--- config.mk ---
export PLATFORM = sky130hd
export DESIGN_NAME = adam_upd_front
export DESIGN_NICKNAME = d
export VERILOG_FILES = /design/src/sv/adam_upd_pkg.sv /design/src/sv/adam_upd_front.sv
export SDC_FILE = /design/constraint.sdc
export NUM_CORES = 2
export LEC_CHECK = 0
export BUFFER_PORTS_ARGS = -buffer_cell sky130_fd_sc_hd__buf_2
export CAP_MARGIN = 20
export CELL_PAD_IN_SITES_DETAIL_PLACEMENT = 0
export CELL_PAD_IN_SITES_GLOBAL_PLACEMENT = 1
export CORE_MARGIN = 3
export CORE_UTILIZATION = 37
export CTS_BUF_LIST = sky130_fd_sc_hd__clkbuf_8 sky130_fd_sc_hd__clkbuf_16
export CTS_CLUSTER_SIZE = 30
export DETAILED_ROUTE_END_ITERATION = 7
export PLACE_DENSITY_LB_ADDON = 0.1
export SYNTH_ARGS = -nofsm -noshare
export SYNTH_HDL_FRONTEND = slang
export SYNTH_SLANG_ARGS = --single-unit
--- constraint.sdc ---
create_clock -name clk_i -period 23.1 [get_ports clk_i]
set_input_delay 0 -clock clk_i [delete_from_list [all_inputs] [get_ports clk_i]]
set_output_delay 0 -clock clk_i [all_outputs]
set_load 0.01 [all_outputs]
--- src/sv/adam_upd_pkg.sv ---
package adam_upd_pkg;

  localparam int unsigned PARAM_COUNT = 1024;
  localparam int unsigned IdxW = (PARAM_COUNT > 1) ? $clog2(PARAM_COUNT) : 1;

  localparam int unsigned AddrW = 4;

  localparam logic [23:0] STEP_SIZE_RST    = 24'd16777;
  localparam logic [15:0] FIRST_DECAY_RST  = 16'd58982;
  localparam logic [15:0] SECOND_DECAY_RST = 16'd65470;
  localparam logic [31:0] STABILIZER_RST   = 32'd1;

  // Q1.32 one
  localparam logic [32:0] POW_ONE = 33'h1_0000_0000;

  typedef enum logic [1:0] {
    REG_STEP_SIZE    = 2'd0,
    REG_FIRST_DECAY  = 2'd1,
    REG_SECOND_DECAY = 2'd2,
    REG_STABILIZER   = 2'd3
  } reg_e;

  typedef struct packed {
    logic [23:0] step_size;
    logic [15:0] first_decay;
    logic [15:0] second_decay;
    logic [31:0] stabilizer;
  } cfg_t;

  // classified item: store address, gradient, bias-correction divisors
  typedef struct packed {
    logic [IdxW-1:0] idx;
    logic [31:0]     grad;
    logic [32:0]     d1;
    logic [32:0]     d2;
  } item_t;

  // updated moments handed to the math pipeline
  typedef struct packed {
    logic        valid;
    logic [31:0] m;
    logic [63:0] v;
    logic [32:0] d1;
    logic [32:0] d2;
  } mom_t;

endpackage

--- src/sv/adam_upd_front.sv ---
module adam_upd_front (
  input  logic                      clk_i,
  input  logic                      rst_ni,
  input  logic                      in_valid_i,
  output logic                      in_ready_o,
  input  logic [9:0]                param_index_i,
  input  logic [31:0]               gradient_i,
  input  logic                      first_of_batch_i,
  input  adam_upd_pkg::cfg_t        cfg_i,
  input  logic                      hold_i,
  input  logic                      pop_i,
  output logic                      head_valid_o,
  output adam_upd_pkg::item_t       head_o
);
  import adam_upd_pkg::*;

  logic [32:0] p1_q, p1_d, p2_q, p2_d;
  logic [48:0] p1_prod, p2_prod;
  logic [32:0] d1_raw, d2_raw;
  item_t       new_item;
  item_t       ent_q [2];
  logic        wp_q, rp_q;
  logic [1:0]  cnt_q;
  logic        push;

  assign in_ready_o = (cnt_q != 2'd2) && !hold_i;
  assign push       = in_valid_i && in_ready_o;

  // running powers advance before the item that opens a batch
  assign p1_prod = p1_q * cfg_i.first_decay;
  assign p2_prod = p2_q * cfg_i.second_decay;
  assign p1_d    = first_of_batch_i ? p1_prod[48:16] : p1_q;
  assign p2_d    = first_of_batch_i ? p2_prod[48:16] : p2_q;
  assign d1_raw  = POW_ONE - p1_d;
  assign d2_raw  = POW_ONE - p2_d;

  always_comb begin
    new_item.idx  = IdxW'({22'd0, param_index_i} % PARAM_COUNT);
    new_item.grad = gradient_i;
    // power still one: no correction
    new_item.d1   = (d1_raw == '0) ? POW_ONE : d1_raw;
    new_item.d2   = (d2_raw == '0) ? POW_ONE : d2_raw;
  end

  always_ff @(posedge clk_i or negedge rst_ni) begin
    if (!rst_ni) begin
      p1_q  <= POW_ONE;
      p2_q  <= POW_ONE;
      wp_q  <= 1'b0;
      rp_q  <= 1'b0;
      cnt_q <= 2'd0;
    end else begin
      if (push) begin
        p1_q <= p1_d;
        p2_q <= p2_d;
        wp_q <= !wp_q;
      end
      if (pop_i) begin
        rp_q <= !rp_q;
      end
      cnt_q <= cnt_q + {1'b0, push} - {1'b0, pop_i};
    end
  end

  always_ff @(posedge clk_i) begin
    if (push) begin
      ent_q[wp_q] <= new_item;
    end
  end

  assign head_valid_o = (cnt_q != 2'd0);
  assign head_o       = ent_q[rp_q];

endmodule

Yosys cells after proc, flatten, opt, wreduce, memory -nomap -nowiden. Memory sizes are Yosys's and may differ from the RTL's. Index checks and enable logic that the tools add are counted.

Memories kept: 1. Register bits: 70. RAM bits: 216. Word-level logic and storage cells: 27.

Memory list: ent_q (words 2, width 108, rd ports 1, clocked after Yosys merged registers in 0, wr ports 1, line adam_upd_front.sv:21) `item_t ent_q [2];`.

Add/subtract/negate cells: 4. Multiply operators: 2. Muxes and demuxes: 6. Reductions and logical operators: 8. Equality and inequality tests: 1.

Operator list (number): $mux W33 (4); $mul A33 B16 Y49 (2); $logic_not A33 Y1 (2); $sub A33 B33 Y33 const A (2); $logic_not A1 Y1 (3); $add A2 B1 Y2 (1); $logic_and A1 B1 Y1 (2); $mux W1 (2); $ne A2 B2 Y1 const B (1); $reduce_bool A2 Y1 (1); $sub A2 B1 Y2 (1).

Logic depth before layout (Yosys ltp).
Depth after elaboration: 5. Mapped depth: 34. Depth with buffers taken out: 31.

Least setup slack after synthesis. No wires, ideal clock.

Path type: register to register. Start point: register p1_q[7]. End point: memory ent_q[0][34] (netlist bit) (data pin). Arrival: 8130 ps. Slack: 14707 ps. Cell stages (with the launch flop): 34. Setup time: 263 ps. Data required time: 22837 ps. Cell sequence: dfrtp_1 clkbuf_1 clkbuf_1 nand2_1 fa_1 inv_1 fa_1 inv_1 fa_1 inv_1 fa_1 fa_1 inv_1 fa_1 inv_1 ha_1 clkbuf_2 a21oi_1 o21ai_0 a21oi_1 nand2_1 xnor2_1 nor2_1 a21oi_1 ha_1 inv_1 a211oi_1 nand3_1 xnor2_1 or4b_2 a2111oi_0 or4b_1 a211oi_2 nor2b_1.

RTL lines: start, declared (line adam_upd_front.sv:17) `logic [32:0] p1_q, p1_d, p2_q, p2_d;`; start signal, assigned (line adam_upd_front.sv:54) `p1_q <= p1_d;`; end, declared (line adam_upd_front.sv:21).

==> metrics.md <==
| Metric | Value |
|---|---|
| Status | `finished, final reports clean` |
| Reg2reg start | `p2_q[8]` |
| Seq/Total Area, Yosys | `17.1%` |
| Synth Area in Compound Gates | `under 10%` |
| Total number of vias | `36000` |
| Pin count of the biggest net entering global routing | `104` |
| Syn nets | `between 6000 and 7000` |
| First-pass GRT wire length | `about 230 mm` |
| # IOs | `~250` |
| Post-Synth XOR/XNOR Area | `roughly 1.6%` |
| Number of diodes | `0` |
| RSZ-0062 raised after global routing | `false` |
| Starting Density | `between 30% and 40%` |
| Critical Path AT | `10.45 ns` |
| Slew HR | `between 20% and 30%` |
| Fin crit share | `44.0%` |
| Wire per inst | `20.8 um` |
| Die area | `0.134 mm^2` |
| Largest family of logic cells by synthesized area | `adder cells` |
| Syn. warnings | `0` |
| # port buffers | `189` |
| Worst setup EP type | `register` |
| Vias in the first global route | `38000` |
| Sink Count | `approximately 290` |
| Cell count after synthesis | `around 5200` |
| Post-route ant nets | `0` |
| Num CTS Buffers | `31` |
| Grt total ovfl | `0` |
| Finish-stage setup viols | `0` |
| Fmax | `98.3 MHz` |
| Die X | `between 300 and 400 um` |
| Worst Hold Launch | `param_index_i[5]` |
| Synth Area in Simple Gates | `17.9%` |
| Final Instance Area | `0.0520 mm^2` |
| WS Path Type | `register to register` |
| Syn-to-layout area delta | `8.05%` |
| Die height | `367 um` |
| Detailed Place HPWL | `110 mm` |
| Clock skew | `between 0.02 and 0.025 ns` |
| CTS root buffer | `clkbuf_16` |
| Initial antenna violation count | `0` |
| GRT Overall Usage | `21.9%` |
| Clock-pin slew on the worst setup and hold paths | `0.06 ns` |
| CP Launch Type | `register` |
| Placement Rows | `around 130` |
| Post-CTS resize count | `0` |
| Cell mode on critical path | `fa_1` |
| Post-synthesis mux area share | `3.47%` |
| Hold slack | `between 0.15 and 0.2 ns` |
| Final hold vios | `0` |
| Post-DR vias/cell | `5.17` |
| Worst-margin pin slew | `1.13 ns` |
| Critical Path Fanout Max | `18` |
| Ys async rst share | `24.5%` |
| Routed WL | `145 mm` |
| Worst Setup SP | `p2_q[8]` |
| Post-Syn Area | `0.0481 mm^2` |
| DR DRC count | `0` |
| Layout cells sized above 1 | `9.39%` |
| Min-Delay Path Class | `input pin to register` |
| Adder-Cell Fraction of Synth Area | `42.1%` |
| Post-synthesis register bit count | `286` |
| Global placement routability congestion | `0.863` |
| Final setup TNS | `0 ns` |
| Nets | `6434` |
| Post-Place Cell Area | `between 0.05 and 0.06 mm^2` |
| Fin crit period | `10.17 ns` |
| Maxcap violations | `0` |
| Avg Inst Size Synth | `9.30 um^2` |
| Slew Viols, Final | `0` |
| EDFF count, synth | `216` |
| Setup bufs post-CTS | `0` |
| Clk Latency, worst-skew pair | `0.57 ns` |
| Top FF cell, synth | `edfxtp_1` |
| CTS tree | `yes` |
| Pre-Repair DR Iteration Count | `5` |
| Worst path max stage delay | `approximately 1.1 ns` |
| Worst EP required | `approximately 23 ns` |
| Core outline area | `0.128 mm^2` |
| Slowest cell on crit path | `dfrtp_1` |
| Htree depth | `1` |
| Max clock buf depth | `3` |
| Iter 0 DRT Violations | `between 2000 and 2500` |
| Distinct cells, synth | `roughly 100` |
sequential cells by signal, summed over array words and instances (netlist names):
signal	flops
rp_q	1
ent_q	216
cnt_q	2
p2_q	33
wp_q	1
p1_q	33
cells in the final DEF, fill, tap and decap left out, types with 51 or more instances in the layout:
cell	netlist	routed
nor2_1	96	95
dfrtp_1	68	67
mux2_2	134	134
buf_4	1	66
nor3_1	51	51
a21oi_1	127	127
nand2_1	863	862
fa_1	862	862
o21ai_0	135	135
inv_1	920	926
nand4_1	58	58
ha_1	240	240
and2_1	422	422
edfxtp_1	216	216
buf_2	33	189
xnor2_1	61	61
cells by family after synthesis:
group,count (synthesis)
mux,150
xor+xnor,90
compound gates,570
buf+inv,1235
fa+ha+maj,1102
flops,286
simple gates,1742
cells in the mapped netlist, types with 61 or more instances:
| cell type | n | area share [%] |
|---|---|---|
| a21oi_1 | 127 | 1.3 |
| and2_1 | 422 | 5.5 |
| clkbuf_1 | 267 | 2.1 |
| dfrtp_1 | 68 | 3.5 |
| edfxtp_1 | 216 | 13 |
| fa_1 | 862 | 36 |
| ha_1 | 240 | 6.2 |
| inv_1 | 920 | 7.2 |
| mux2_2 | 134 | 3.1 |
| nand2_1 | 863 | 6.7 |
| nor2_1 | 96 | 0.75 |
| o21ai_0 | 135 | 1.4 |
| xnor2_1 | 61 | 1.1 |
worst paths after layout:
check | end | slack (ns) | cells past startpoint
max | ent_q[1][0] | 12.93 | 25
max in group asynchronous | p1_q[24] | 22.19 | 3
min | ent_q[0][103] | 0.16 | 2
min reg2reg | cnt_q[0] | 0.54 | 1
max reg2reg | ent_q[1][0] | 12.93 | 25
min in group asynchronous | p2_q[3] | 0.26 | 3
metal layers:
| metal | share of wire [%] | global-route usage, % | wire [um] |
|---|---|---|---|
| met5 | 0 | 0 | 0 |
| met2 | 41 | 32.1 | 60100 |
| met1 | 52 | 35.4 | 75600 |
| met3 | 5.3 | 2.47 | 7680 |
| met4 | 1.0 | 2.46 | 1520 |
layout make-up:
| class | count | area [um^2] |
|---|---|---|
| fillers | 12900 | 76300 |
| multi-input cells | 3654 | 35200 |
| flip-flops and latches | 286 | 8240 |
| inverters | 920 | 3450 |
| well taps | 1729 | 2160 |
| repair buffers | 303 | 1920 |
| clock buffers | 34 | 817 |
| clock inverters | 24 | 180 |
repair_timing:
item / CTS / global route
hold buffers: 48 / 0
setup endpoints to repair: 0 / 0
hold endpoints to repair: 162 / 0
metrics by stage:
step | utilization (%) | worst slack (ns) | cells
2_1_floorplan | - | 14.71 | 5175
3_3_place_gp | 39.4 | 12.84 | 6842
3_5_place_dp | 39.4 | 12.93 | 6842
4_1_cts | 40.5 | 12.86 | 6948
5_1_grt | 40.5 | 12.27 | 6950
6_report | 40.5 | 12.93 | 6950
critical path: cells and delay by family (launching register included):
family | cells | cell delay, ns
simple gates | 9 | 3.45
fa+ha+maj | 7 | 3.19
compound gates | 5 | 1.91
flops | 1 | 1.07
buf+inv | 4 | 0.26
Power is not shown: default switching activity piles up to over one toggle a cycle in this logic, so the estimate is an artifact.
